$ cat src/hdl/keypad_debounce_sequence_assert.svh
// Assertion macros for the keypad block. Simulation builds check them;
// synthesis builds see empty bodies.
`ifndef KEYPAD_DEBOUNCE_SEQUENCE_ASSERT_SVH
`define KEYPAD_DEBOUNCE_SEQUENCE_ASSERT_SVH

`ifndef SYNTHESIS
// Checked at every rising edge, skipped while reset is held.
`define KDS_ASSERT(lbl, prop, msg) \
  lbl: assert property (@(posedge clk) disable iff (!rst_n) prop) else $error(msg);
// Checked at every rising edge, reset included.
`define KDS_ASSERT_ALWAYS(lbl, prop, msg) \
  lbl: assert property (@(posedge clk) prop) else $error(msg);
`else
`define KDS_ASSERT(lbl, prop, msg)
`define KDS_ASSERT_ALWAYS(lbl, prop, msg)
`endif

`endif

$ cat src/hdl/kds_pkg.sv
`default_nettype none

package kds_pkg;

  localparam int unsigned ROW_W = 4;
  localparam int unsigned COL_W = 3;
  localparam int unsigned KEY_W = 8;
  localparam int unsigned POS_W = 6;
  localparam int unsigned SETTLE_W = 8;
  localparam int unsigned SEQ_LEN_W = 7;
  localparam int unsigned CFG_DATA_W = 8;
  localparam int unsigned CFG_IDX_W = 1;

  // Configuration register indexes.
  localparam logic [CFG_IDX_W-1:0] CFG_SETTLE  = 1'b0;
  localparam logic [CFG_IDX_W-1:0] CFG_SEQ_LEN = 1'b1;

  localparam logic [SETTLE_W-1:0]  SETTLE_RESET  = 8'd7;
  localparam logic [SEQ_LEN_W-1:0] SEQ_LEN_RESET = 7'd6;
  localparam logic [SEQ_LEN_W-1:0] SEQ_LEN_MAX   = 7'd64;

  // Depth of the event queue between the debouncer and the sequencer.
  localparam int unsigned KDS_Q_DEPTH = 4;
  localparam int unsigned KDS_Q_AW = $clog2(KDS_Q_DEPTH);
  localparam int unsigned KDS_Q_CW = $clog2(KDS_Q_DEPTH + 1);

  typedef logic [KEY_W-1:0] key_char_t;

  localparam key_char_t KEY_NONE = 8'h00;
  localparam key_char_t KEY_ZERO = 8'h30;
  localparam key_char_t KEY_ONE  = 8'h31;

  typedef struct packed {
    logic [KDS_Q_CW-1:0] count;
    logic                full;
    logic                empty;
  } kds_q_status_t;

  // Position of the single set bit, counted from 1; 0 when not one-hot.
  function automatic logic [2:0] one_hot_index(input logic [3:0] v);
    logic [2:0] idx;
    unique case (v)
      4'b0001: idx = 3'd1;
      4'b0010: idx = 3'd2;
      4'b0100: idx = 3'd3;
      4'b1000: idx = 3'd4;
      default: idx = 3'd0;
    endcase
    return idx;
  endfunction

  function automatic key_char_t decode_key(input logic [ROW_W-1:0] rows,
                                           input logic [COL_W-1:0] cols);
    logic [2:0] r;
    logic [2:0] c;
    logic [3:0] r4;
    logic [3:0] c4;
    logic [3:0] idx;
    key_char_t  key;
    r   = one_hot_index(~rows);
    c   = one_hot_index({1'b0, ~cols});
    r4  = {1'b0, r};
    c4  = {1'b0, c};
    // 3*(row-1) + (col-1)
    idx = (r4 << 1) + r4 + c4 - 4'd4;
    if (r == 3'd0 || c == 3'd0) begin
      key = KEY_NONE;
    end else if (r == 3'd4 && c == 3'd2) begin
      key = KEY_ZERO;
    end else begin
      key = KEY_ONE + {4'b0000, idx};
    end
    return key;
  endfunction

endpackage

`default_nettype wire

$ cat src/hdl/kds_if.sv
`default_nettype none

interface kds_in_if
  import kds_pkg::*;
();
  logic               valid;
  logic               ready;
  logic [ROW_W-1:0]   row_pins;
  logic [COL_W-1:0]   col_pins;

  modport source (output valid, output row_pins, output col_pins, input ready);
  modport sink   (input valid, input row_pins, input col_pins, output ready);
endinterface

interface kds_out_if
  import kds_pkg::*;
();
  logic               valid;
  logic               ready;
  logic [KEY_W-1:0]   key_char;
  logic [POS_W-1:0]   key_position;
  logic               last_of_sequence;

  modport source (output valid, output key_char, output key_position,
                  output last_of_sequence, input ready);
  modport sink   (input valid, input key_char, input key_position,
                  input last_of_sequence, output ready);
endinterface

`default_nettype wire

$ cat src/hdl/kds_front.sv
`default_nettype none

module kds_front
  import kds_pkg::*;
(
  input  wire logic                clk,
  input  wire logic                rst_n,
  kds_in_if.sink                   in_ch,
  input  wire logic [SETTLE_W-1:0] settle_count,
  input  wire kds_q_status_t       q_status,
  output logic                     push,
  output key_char_t                push_key
);

  logic                fresh_r, fresh_nxt;
  key_char_t           prev_key_r, prev_key_nxt;
  logic [SETTLE_W-1:0] eq_cnt_r, eq_cnt_nxt;
  key_char_t           key;
  logic                accept;
  logic                stable;

  assign in_ch.ready = !q_status.full;
  assign accept      = in_ch.valid && in_ch.ready;
  assign key         = decode_key(in_ch.row_pins, in_ch.col_pins);

  always_comb begin
    fresh_nxt    = fresh_r;
    prev_key_nxt = prev_key_r;
    eq_cnt_nxt   = eq_cnt_r;
    stable       = 1'b0;
    if (accept) begin
      if (fresh_r) begin
        // The first sample of a window sets the reference key; with a settle count of 0 it also completes the window.
        prev_key_nxt = key;
        eq_cnt_nxt   = '0;
        fresh_nxt    = 1'b0;
        stable       = (settle_count == '0);
      end else begin
        eq_cnt_nxt   = (key == prev_key_r) ? eq_cnt_r + 1'b1 : '0;
        prev_key_nxt = key;
        stable       = (eq_cnt_nxt == settle_count);
      end
      if (stable) begin
        fresh_nxt = 1'b1;
      end
    end
  end

  assign push     = stable;
  assign push_key = key;

  always_ff @(posedge clk) begin
    if (!rst_n) begin
      fresh_r    <= 1'b1;
      prev_key_r <= KEY_NONE;
      eq_cnt_r   <= '0;
    end else begin
      fresh_r    <= fresh_nxt;
      prev_key_r <= prev_key_nxt;
      eq_cnt_r   <= eq_cnt_nxt;
    end
  end

endmodule

`default_nettype wire

$ cat src/hdl/kds_fifo.sv
`default_nettype none

module kds_fifo
  import kds_pkg::*;
(
  input  wire logic      clk,
  input  wire logic      rst_n,
  input  wire logic      push,
  input  wire key_char_t push_data,
  input  wire logic      pop,
  output key_char_t      pop_data,
  output kds_q_status_t  status
);

  localparam logic [KDS_Q_AW-1:0] LAST_SLOT = KDS_Q_AW'(KDS_Q_DEPTH - 1);
  localparam logic [KDS_Q_CW-1:0] FULL_CNT  = KDS_Q_CW'(KDS_Q_DEPTH);

  key_char_t           mem_r [KDS_Q_DEPTH];
  logic [KDS_Q_AW-1:0] wr_ptr_r, wr_ptr_nxt;
  logic [KDS_Q_AW-1:0] rd_ptr_r, rd_ptr_nxt;
  logic [KDS_Q_CW-1:0] count_r, count_nxt;

  assign pop_data     = mem_r[rd_ptr_r];
  assign status.count = count_r;
  assign status.full  = (count_r == FULL_CNT);
  assign status.empty = (count_r == '0);

  always_comb begin
    wr_ptr_nxt = wr_ptr_r;
    rd_ptr_nxt = rd_ptr_r;
    count_nxt  = count_r;
    if (push) begin
      wr_ptr_nxt = (wr_ptr_r == LAST_SLOT) ? '0 : wr_ptr_r + 1'b1;
    end
    if (pop) begin
      rd_ptr_nxt = (rd_ptr_r == LAST_SLOT) ? '0 : rd_ptr_r + 1'b1;
    end
    if (push && !pop) begin
      count_nxt = count_r + 1'b1;
    end else if (pop && !push) begin
      count_nxt = count_r - 1'b1;
    end
  end

  always_ff @(posedge clk) begin
    if (push) begin
      mem_r[wr_ptr_r] <= push_data;
    end
  end

  always_ff @(posedge clk) begin
    if (!rst_n) begin
      wr_ptr_r <= '0;
      rd_ptr_r <= '0;
      count_r  <= '0;
    end else begin
      wr_ptr_r <= wr_ptr_nxt;
      rd_ptr_r <= rd_ptr_nxt;
      count_r  <= count_nxt;
    end
  end

endmodule

`default_nettype wire

$ cat src/hdl/kds_back.sv
`default_nettype none

module kds_back
  import kds_pkg::*;
(
  input  wire logic                 clk,
  input  wire logic                 rst_n,
  input  wire logic [SEQ_LEN_W-1:0] sequence_length,
  input  wire kds_q_status_t        q_status,
  input  wire key_char_t            q_key,
  output logic                      pop,
  kds_out_if.source                 out_ch
);

  logic                 awaiting_r;
  key_char_t            held_key_r;
  logic [POS_W-1:0]     pos_r;
  logic                 out_valid_r;
  key_char_t            out_key_r;
  logic [POS_W-1:0]     out_pos_r;
  logic                 out_last_r;
  logic                 emits;
  logic                 slot_free;
  logic [SEQ_LEN_W-1:0] len;
  logic [SEQ_LEN_W-1:0] next_pos;
  logic                 last;

  // A stable release while a key is held is the only event that yields an item.
  assign emits     = awaiting_r && (q_key == KEY_NONE);
  assign slot_free = !out_valid_r || out_ch.ready;
  assign pop       = !q_status.empty && (!emits || slot_free);

  always_comb begin
    if (sequence_length == '0) begin
      len = SEQ_LEN_W'(1);
    end else if (sequence_length > SEQ_LEN_MAX) begin
      len = SEQ_LEN_MAX;
    end else begin
      len = sequence_length;
    end
  end

  assign next_pos = {1'b0, pos_r} + 1'b1;
  assign last     = (next_pos >= len);

  always_ff @(posedge clk) begin
    if (!rst_n) begin
      awaiting_r  <= 1'b0;
      held_key_r  <= KEY_NONE;
      pos_r       <= '0;
      out_valid_r <= 1'b0;
    end else begin
      if (pop && emits) begin
        out_valid_r <= 1'b1;
      end else if (out_ch.ready) begin
        out_valid_r <= 1'b0;
      end
      if (pop) begin
        if (!awaiting_r && q_key != KEY_NONE) begin
          awaiting_r <= 1'b1;
          held_key_r <= q_key;
        end else if (emits) begin
          awaiting_r <= 1'b0;
          pos_r      <= last ? '0 : next_pos[POS_W-1:0];
        end
      end
    end
  end

  always_ff @(posedge clk) begin
    if (pop && emits) begin
      out_key_r  <= held_key_r;
      out_pos_r  <= pos_r;
      out_last_r <= last;
    end
  end

  assign out_ch.valid            = out_valid_r;
  assign out_ch.key_char         = out_key_r;
  assign out_ch.key_position     = out_pos_r;
  assign out_ch.last_of_sequence = out_last_r;

endmodule

`default_nettype wire

$ cat src/hdl/keypad_debounce_sequence.sv
// Keypad scanner for a 4x3 matrix with debounce and key sequencing.
// in_ch carries one sample of the active-low row and column pins per item;
// one item is taken every clock cycle while in_ch.ready is high.
// out_ch carries one item per pressed-and-released key: the key's ASCII code,
// its position in the sequence and a mark on the key that ends the sequence.
// The cfg port writes the settle count (index 0) and the sequence length
// (index 1); write them only while the block is idle.
// With the queue empty and out_ch free, the sample that completes a stable
// release is written into the queue, and its item is then registered onto out_ch.
// Throughput is one sample per cycle while in_ch.ready is high, set by the debouncer
// taking one sample and the sequencer retiring one queued event per cycle while out_ch is free.
// When out_ch stalls, debounce events gather in a four-entry queue and
// in_ch.ready falls only once that queue is full.
// Synchronous reset (rst_n low) returns the debouncer to a fresh window, the
// sequencer to waiting for a press at position 0, empties the queue and loads
// a settle count of 7 and a sequence length of 6.
`default_nettype none

`include "keypad_debounce_sequence_assert.svh"

module keypad_debounce_sequence
  import kds_pkg::*;
(
  input  wire logic                  clk,
  input  wire logic                  rst_n,
  kds_in_if.sink                     in_ch,
  kds_out_if.source                  out_ch,
  input  wire logic                  cfg_we,
  input  wire logic [CFG_IDX_W-1:0]  cfg_index,
  input  wire logic [CFG_DATA_W-1:0] cfg_data
);

  logic [SETTLE_W-1:0]  settle_r;
  logic [SEQ_LEN_W-1:0] seq_len_r;
  kds_q_status_t        q_status;
  logic                 push;
  key_char_t            push_key;
  logic                 pop;
  key_char_t            q_key;

  always_ff @(posedge clk) begin
    if (!rst_n) begin
      settle_r  <= SETTLE_RESET;
      seq_len_r <= SEQ_LEN_RESET;
    end else if (cfg_we) begin
      unique case (cfg_index)
        CFG_SETTLE:  settle_r  <= cfg_data[SETTLE_W-1:0];
        CFG_SEQ_LEN: seq_len_r <= cfg_data[SEQ_LEN_W-1:0];
        default: ;
      endcase
    end
  end

  kds_front u_front (
    .clk          (clk),
    .rst_n        (rst_n),
    .in_ch        (in_ch),
    .settle_count (settle_r),
    .q_status     (q_status),
    .push         (push),
    .push_key     (push_key)
  );

  kds_fifo u_fifo (
    .clk       (clk),
    .rst_n     (rst_n),
    .push      (push),
    .push_data (push_key),
    .pop       (pop),
    .pop_data  (q_key),
    .status    (q_status)
  );

  kds_back u_back (
    .clk             (clk),
    .rst_n           (rst_n),
    .sequence_length (seq_len_r),
    .q_status        (q_status),
    .q_key           (q_key),
    .pop             (pop),
    .out_ch          (out_ch)
  );

  `KDS_ASSERT(a_q_bound, (q_status.count <= KDS_Q_CW'(KDS_Q_DEPTH)), "queue overfilled")
  `KDS_ASSERT(a_q_push_room, (push |-> !q_status.full), "push into a full queue")
  `KDS_ASSERT(a_out_key_set, (out_ch.valid |-> out_ch.key_char != KEY_NONE), "item without key")
  `KDS_ASSERT(a_pos_range, (out_ch.valid && !out_ch.last_of_sequence |-> out_ch.key_position != 6'd63), "position past end")

endmodule

`default_nettype wire
$ cat src/flat_wrapper.sv
// flat-port wrapper written by rule: the top's interface ports become plain ports
module keypad_debounce_sequence_flat import kds_pkg::*;
  (clk, rst_n, cfg_we, cfg_index, cfg_data, in_ch_valid, in_ch_row_pins, in_ch_col_pins, in_ch_ready, out_ch_valid, out_ch_key_char, out_ch_key_position, out_ch_last_of_sequence, out_ch_ready);
  kds_in_if in_ch_i ();
  kds_out_if out_ch_i ();
  input  wire logic clk;
  input  wire logic rst_n;
  input  wire logic cfg_we;
  input  wire logic [CFG_IDX_W-1:0] cfg_index;
  input  wire logic [CFG_DATA_W-1:0] cfg_data;
  input wire logic [$bits(in_ch_i.valid)-1:0] in_ch_valid;
  input wire logic [$bits(in_ch_i.row_pins)-1:0] in_ch_row_pins;
  input wire logic [$bits(in_ch_i.col_pins)-1:0] in_ch_col_pins;
  output wire logic [$bits(in_ch_i.ready)-1:0] in_ch_ready;
  output wire logic [$bits(out_ch_i.valid)-1:0] out_ch_valid;
  output wire logic [$bits(out_ch_i.key_char)-1:0] out_ch_key_char;
  output wire logic [$bits(out_ch_i.key_position)-1:0] out_ch_key_position;
  output wire logic [$bits(out_ch_i.last_of_sequence)-1:0] out_ch_last_of_sequence;
  input wire logic [$bits(out_ch_i.ready)-1:0] out_ch_ready;
  assign in_ch_i.valid = in_ch_valid;
  assign in_ch_i.row_pins = in_ch_row_pins;
  assign in_ch_i.col_pins = in_ch_col_pins;
  assign in_ch_ready = in_ch_i.ready;
  assign out_ch_valid = out_ch_i.valid;
  assign out_ch_key_char = out_ch_i.key_char;
  assign out_ch_key_position = out_ch_i.key_position;
  assign out_ch_last_of_sequence = out_ch_i.last_of_sequence;
  assign out_ch_i.ready = out_ch_ready;
  keypad_debounce_sequence u_core (.clk(clk), .rst_n(rst_n), .in_ch(in_ch_i), .out_ch(out_ch_i), .cfg_we(cfg_we), .cfg_index(cfg_index), .cfg_data(cfg_data));
endmodule
$ cat config.mk
export PLATFORM = sky130hd
export DESIGN_NAME = keypad_debounce_sequence_flat
export DESIGN_NICKNAME = d
export VERILOG_FILES = /design/src/hdl/kds_pkg.sv /design/src/hdl/kds_if.sv /design/src/hdl/kds_front.sv /design/src/hdl/kds_fifo.sv /design/src/hdl/kds_back.sv /design/src/hdl/keypad_debounce_sequence.sv /design/src/flat_wrapper.sv
export VERILOG_INCLUDE_DIRS = /design/src /design/src/hdl
export SDC_FILE = /design/constraint.sdc
export NUM_CORES = 1
export LEC_CHECK = 0
export ABC_AREA = 1
export BUFFER_PORTS_ARGS = -buffer_cell sky130_fd_sc_hd__buf_2
export CAP_MARGIN = 40
export CORE_AREA = 3 3 86 128
export CTS_BUF_LIST = sky130_fd_sc_hd__clkbuf_8
export CTS_CLUSTER_SIZE = 24
export DETAILED_ROUTE_END_ITERATION = 10
export DIE_AREA = 0 0 89 131
export PLACE_DENSITY = 0.67
export SKIP_LAST_GASP = 1
export SLEW_MARGIN = 20
export SYNTH_ARGS = -nofsm -noshare
export SYNTH_HDL_FRONTEND = slang
export SYNTH_SLANG_ARGS = --single-unit
$ cat constraint.sdc
create_clock -name clk -period 7.4 [get_ports clk]
set_input_delay 2.22 -clock clk [delete_from_list [all_inputs] [get_ports clk]]
set_output_delay 2.22 -clock clk [all_outputs]
set_load 0.02 [all_outputs]
==> key figures, run 1 <==
GRT
  – Met1 usage: 19.9%
  – GRT Util Overall: 17.1%
  – Overflow after GRT: 0
  – First-pass GRT wire length: 15.6 mm
  – Initial antenna violation count: 0
  – Met2 Resource Use GR: 30.4%
  – Largest net degree at the start of global routing: 38
  – Vias in the first global route: 3506
  – Met3 usage: 3.26%
  – Top Usage Layer GRT: met2

Route
  – Per-cell routed wire length: 12.7 um
  – Drt via density: 5.19
  – WL final: 9.31 mm
  – DR pass1 iterations: 4
  – DR vias: 3812
  – DRC viols: 0
  – Detailed router's first-iteration violation count: 157
  – Routed Antenna Nets: 0

CTS
  – Skew-Pair Late Insertion Delay: 0.37 ns
  – H-Tree Depth: 3
  – Root Buffer: clkbuf_8
  – Clock Pin Slew Worst Setup and Hold Paths: 0.09 ns
  – TritonCTS clock tree: built
  – Max Root-Sink Buffers: 2
  – Post-CTS sizing: 0
  – # Post-CTS Setup Buffers: 0
  – TritonCTS buffer count: 9
  – CTS sink count: 97
  – Post-CTS Hold Buffers: 0

Power and ir drop
  – P_leak: 0.00240 uW
  – Total power: 1370 uW
  – VDD IR max: 116 uV
  – P per Cell Area: 256 nW/um^2

Finish
  – Commonest cells after routing, fill and taps aside: nand2_1 (135), inv_1 (75), dfxtp_1 (55)
  – Share of cells above drive strength 1: 14.1%
  – Layout area overhead: 8.65%
  – Nets: 658
  – N_diodes: 0
  – Most common cell after layout, fill and taps aside: nand2_1

STA
  – Unrepaired setup endpoints after global routing: no
  – Crit path time final: 6.62 ns
  – Clk_skew: 0.0101 ns
  – Final hold vios: 0
  – Setup Viol. Count Final: 0
  – Maximum clock frequency: 0.151 GHz
  – Relative slew slack: 51.2%
  – Max Transition Viols Final: 0
  – Worst-margin pin slew: 0.729 ns
  – Period utilization: 89.4%
  – Setup TNS: 0 ns

Min path
  – WHS Endpoint: u_core.u_back.out_ch.key_char[1]$_DFFE_PP_
  – HP Class: register to register
  – Hold_sp: u_core.u_back.held_key_r[1]$_SDFFE_PN0P_
  – Hold path cells: 0

Place
  – Routability cong.: 0.871
  – Buffers on Ports: 36
  – Detailed Place HPWL: 6.91 mm

Synth
  – Cell variety after synth: 39
  – Register area share after synthesis: 47.9%
  – Syn Area/Cell: 8.49 sq um
  – Post-synthesis cell area: 4930 sq um
  – #FFs+latches synth: 97
  – Syn_nets: 626
  – Synth Instances: 581
  – Yosys warning count: 0

Floorplan
  – Core area: 10100 sq um
  – Total Die Area: 11700 sq um
  – Die Ht: 131 um
  – Boundary Pins: 38
  – Die width: 89 um
  – Site Rows: 45
  – Starting density of the core: 49.0%

Setup path
  – Critical-path cell with the highest stage delay: fa_1
  – Required time at the worst-slack endpoint: 7.66 ns
  – CP dominant cell by count: nand2_1
  – Register-to-register setup slack: 3.76 ns
  – Critical Path Sink Type: register
  – Setup Crit Path Kind: input pin to register
  – CP arrival: 6.87 ns
  – Max stage delay on crit path: 0.55 ns
  – Critical Path Source Type: input pin
  – Worst-path fanout max: 6
  – Critical R2R Capture: u_core.u_back.pos_r[0]$_SDFFE_PN0P_
  – Cell family with most CP delay: simple AND/OR/NAND/NOR gates
  – Critical path buffer and inverter count: 5
  – Worst Reg2Reg Path Length in Cells: 12

Flow run
  – MaxCap Viol Count: 0

Run status
  – Status: finished clean
synth_stat cells (all sizes together):
master  instances  area (sq um)
a21boi          3          22.5
a21oi          47           235
a311oi          1          8.76
a32o            7          70.1
buf             4          45.0
clkbuf         11          41.3
clkinv          2          7.51
conb            1          3.75
dfxtp          55          1100
edfxtp         42          1260
fa              3          60.1
ha             21           263
inv            78           293
mux2i           1          10.0
nand2         146           601
nand3          36           213
nand3b          3          22.5
nand4          10          68.8
nor2           55           265
nor3            1          5.00
nor3b           1          7.51
nor4            2          12.5
o211a           1          10.0
o211ai          4          35.0
o21ai          35           175
xnor2           1          8.76
xor2           10          87.6
cell families after synthesis:
kind of cell,synth area share [%]
compound gates,11.3
xor+xnor,1.95
fa+ha+maj,6.54
buf+inv,7.84
flops,47.9
mux,0.203
other cells,0.0760
simple gates,24.2
metrics by stage:
stage	instance area, sq um	worst slack (ns)	std cells	hold WS (ns)	util (%)
floorplan	4930	0.858	581	0.403	-
global placement	5170	0.572	719	0.412	51.3
detailed placement	5170	0.397	719	0.415	51.3
CTS	5360	0.791	735	0.441	53.2
global route	5360	0.327	735	0.448	53.2
finish	5360	0.782	735	0.438	53.2
cell type report:
type                    count  area, sq um
clock inverters             7         62.6
inverters                  80          300
clock buffers               9          124
multi-input cells         389         2180
flip-flops and latches     97         2360
fillers                   915         4720
repair buffers             36          180
well taps                 117          146
metal layers:
metal	share of wire [%]	up-vias
met2	52	85
met4	2.6	0
met5	0	-
met1	42	1734
li1	-	1974
met3	3.8	19
where the power goes:
part / leakage, uW / total [uW] / internal (uW) / switching (uW)
registers: 0.000848 / 672 / 619 / 53.6
logic: 0.00146 / 374 / 133 / 241
clock network: 0.0000927 / 325 / 129 / 196
total: 0.00240 / 1370 / 881 / 490
flip-flops by register name, summed over array words and instances (netlist names), 3 cells and up, named ones only:
| name | flops |
|---|---|
| u_core.u_back.held_key_r | 7 |
| u_core.u_front.prev_key_r | 7 |
| u_core.u_front.eq_cnt_r | 8 |
| u_core.u_back.pos_r | 6 |
| u_core.settle_r | 8 |
| u_core.u_fifo.count_r | 3 |
| u_core.u_fifo.mem_r | 28 |
| u_core.u_back.out_ch.key_position | 6 |
| u_core.u_back.out_ch.key_char | 7 |
| u_core.seq_len_r | 7 |
worst max path at each step:
| stage | startpoint | end | slack (ns) | cells past startpoint |
|---|---|---|---|---|
| floorplan | in_ch_row_pins[2] | u_core.u_fifo.count_r[2]$_SDFFE_PN0P_ | 0.86 | 32 |
| global placement | in_ch_row_pins[2] | u_core.u_fifo.count_r[2]$_SDFFE_PN0P_ | 0.57 | 32 |
| detailed placement | in_ch_row_pins[1] | u_core.u_fifo.count_r[2]$_SDFFE_PN0P_ | 0.40 | 32 |
| CTS | in_ch_row_pins[1] | u_core.u_fifo.count_r[2]$_SDFFE_PN0P_ | 0.79 | 32 |
| global route | in_ch_row_pins[1] | u_core.u_fifo.count_r[2]$_SDFFE_PN0P_ | 0.33 | 35 |
| finish | in_ch_row_pins[2] | u_core.u_fifo.count_r[2]$_SDFFE_PN0P_ | 0.78 | 34 |
(Power assumes the default switching activity.)
==> run 2: changes to the inputs <==
--- a/config.mk
+++ b/config.mk
@@ -14,7 +14,7 @@
 export CTS_CLUSTER_SIZE = 24
 export DETAILED_ROUTE_END_ITERATION = 10
 export DIE_AREA = 0 0 89 131
-export PLACE_DENSITY = 0.67
+export PLACE_DENSITY = 0.69
 export SKIP_LAST_GASP = 1
 export SLEW_MARGIN = 20
 export SYNTH_ARGS = -nofsm -noshare
==> constraint.sdc (replaced) <==
create_clock -name clk -period 5.8 [get_ports clk]
set_input_delay 1.74 -clock clk [delete_from_list [all_inputs] [get_ports clk]]
set_output_delay 1.74 -clock clk [all_outputs]
set_load 0.02 [all_outputs]
==> run 2 against run 1 <==
Cell count is 4.5% higher. Power increased by 36%. Die area is the same. Flip-flop and latch count is the same. Worst hold slack got worse by 0.0062 ns. Core utilization up 5.1 points. Clock power up 33%. Sequential share of layout area is 3.9 points lower. Critical path depth is 2 lower. Register-to-register slack worse by 1.5 ns.
==> key figures, run 2 (same netlist as run 1, synthesis figures left out) <==
Run status
  – Status: finished clean

Setup path
  – Worst Setup EP: u_core.u_fifo.count_r[2]$_SDFFE_PN0P_
  – Worst-path fanout max: 6
  – Critical Path Source Type: input pin
  – Register-to-register setup slack: 2.23 ns
  – Worst Reg2Reg Path Length in Cells: 15
  – Required time at the worst-slack endpoint: 6.05 ns
  – Max stage delay on crit path: 0.57 ns
  – Critical R2R Capture: u_core.u_back.pos_r[0]$_SDFFE_PN0P_
  – Worst Setup SP: in_ch_row_pins[2]
  – Critical-path cell with the highest stage delay: fa_2
  – CP dominant cell by count: nand2_1
  – Critical Path Sink Type: register
  – CP arrival: 5.95 ns
  – Setup Crit Path Kind: input pin to register

STA
  – Crit path time final: 5.70 ns
  – Setup TNS: 0 ns
  – Final hold vios: 0
  – Maximum clock frequency: 0.175 GHz
  – Worst-margin pin slew: 0.689 ns
  – Unrepaired setup endpoints after global routing: yes
  – Period utilization: 98.3%
  – Clk_skew: 0.0114 ns
  – Setup Viol. Count Final: 0
  – Hold Slack: 0.432 ns
  – Relative slew slack: 53.9%
  – Max Transition Viols Final: 0

GRT
  – First-pass GRT wire length: 15.6 mm
  – Met3 usage: 3.32%
  – GRT Util Overall: 16.8%
  – Top Usage Layer GRT: met2
  – Vias in the first global route: 3694
  – Met2 Resource Use GR: 30.7%
  – Overflow after GRT: 0
  – Met1 usage: 18.6%
  – Initial antenna violation count: 0
  – Largest net degree at the start of global routing: 38

Finish
  – Register name with the most flops: u_core.u_fifo.mem_r
  – Most common cell after layout, fill and taps aside: nand2_1
  – Layout area overhead: 19.1%
  – Filler cell count: 855
  – Share of cells above drive strength 1: 24.3%
  – Nets: 691
  – Top Registers: u_core.u_fifo.mem_r: 28 flops, u_core.settle_r: 8 flops, u_core.u_front.eq_cnt_r: 8 flops
  – Max reg flops: 28
  – Post-layout util: 58.3%
  – Commonest cells after routing, fill and taps aside: nand2_1 (123), inv_1 (73), dfxtp_1 (55)
  – N_diodes: 0
  – Layout Cells excl Fill: 768

CTS
  – Skew-Pair Late Insertion Delay: 0.36 ns
  – Clock Pin Slew Worst Setup and Hold Paths: 0.08 ns
  – Max Root-Sink Buffers: 2
  – H-Tree Depth: 3
  – TritonCTS buffer count: 9
  – Post-CTS Hold Buffers: 0
  – Root Buffer: clkbuf_8
  – CTS sink count: 97
  – TritonCTS clock tree: built

Floorplan
  – Core area: 10100 sq um
  – Site Rows: 45
  – Boundary Pins: 38
  – Total Die Area: 11700 sq um
  – Starting density of the core: 49.0%
  – Die Ht: 131 um
  – Die width: 89 um

Power and ir drop
  – P_leak: 0.00261 uW
  – VDD IR max: 145 uV
  – P per Cell Area: 318 nW/um^2
  – Total power: 1870 uW

Route
  – DR pass1 iterations: 4
  – Detailed router's first-iteration violation count: 154
  – DRC viols: 0
  – WL final: 9.56 mm
  – Per-cell routed wire length: 12.4 um
  – Drt via density: 5.16
  – Routed Antenna Nets: 0
  – DR vias: 3963

Place
  – Routability cong.: 0.908
  – Placed cells: 747
  – Detailed Place HPWL: 7.12 mm
  – Buffers on Ports: 36

Flow run
  – MaxCap Viol Count: 0

Min path
  – HP Class: register to register
[run 2: changes by cell type in the layout (fill, tap and decap cells not counted), sizes merged]
cell / delta
inv: -1
bufinv: +1
nor2: +1
clkinv: -1
clkbuf: +1
buf: +32
[run 2: per-stage QoR]
| step | instance area, sq um | worst slack [ns] |
|---|---|---|
| global route | 5880 | -0.162 |
| finish | 5880 | 0.0982 |
| floorplan | 5020 | -0.0371 |
| detailed placement | 5510 | -0.378 |
| CTS | 5710 | 0.00457 |
| global placement | 5510 | -0.213 |
[run 2: what timing repair did]
| action | 4_1_cts | 5_1_grt |
|---|---|---|
| setup buffers | 0 | 4 |
| gates resized for setup | 0 | 39 |
| setup endpoints to repair | 0 | 2 |
[run 2: worst max-delay path: cells and delay by family]
family                   cells  cell delay [ns]
AO/OA/AOI/OAI                4             0.44
XOR/XNOR                     1             0.08
adder cells (fa/ha/maj)      5             1.74
buffers and inverters        5             0.32
AND/OR/NAND/NOR             17             1.62
[run 2: power by group]
part           switching [uW]  total (uW)  internal, uW
clock network             223         432           209
registers                66.1         855           789
logic                     349         580           231
[run 2: worst min path at each step]
stage               cells past startpoint                                startpoint                                         end  slack, ns
floorplan                               0  u_core.u_back.held_key_r[0]$_SDFFE_PN0P_  u_core.u_back.out_ch.key_char[0]$_DFFE_PP_       0.40
global placement                        0  u_core.u_back.held_key_r[3]$_SDFFE_PN0P_  u_core.u_back.out_ch.key_char[3]$_DFFE_PP_       0.41
detailed placement                      0  u_core.u_back.held_key_r[1]$_SDFFE_PN0P_  u_core.u_back.out_ch.key_char[1]$_DFFE_PP_       0.41
CTS                                     0  u_core.u_back.held_key_r[1]$_SDFFE_PN0P_  u_core.u_back.out_ch.key_char[1]$_DFFE_PP_       0.43
global route                            0  u_core.u_back.held_key_r[2]$_SDFFE_PN0P_  u_core.u_back.out_ch.key_char[2]$_DFFE_PP_       0.45
finish                                  0  u_core.u_back.held_key_r[3]$_SDFFE_PN0P_  u_core.u_back.out_ch.key_char[3]$_DFFE_PP_       0.43
[run 2: area by class of cell]
cell class              count  area [sq um]  area share [%]
clock inverters             6          58.8            1.00
clock buffers              10           138            2.34
flip-flops and latches     97          2360            40.2
inverters                  80           315            5.37
repair buffers             68           475            8.09
multi-input cells         390          2380            40.5
well taps                 117           146            2.49
[run 2: layer usage]
layer | vias up | share of wire (%)
li1 | 2041 | -
met1 | 1828 | 40
met2 | 74 | 54
met3 | 20 | 3.5
met4 | 0 | 2.4
met5 | - | 0
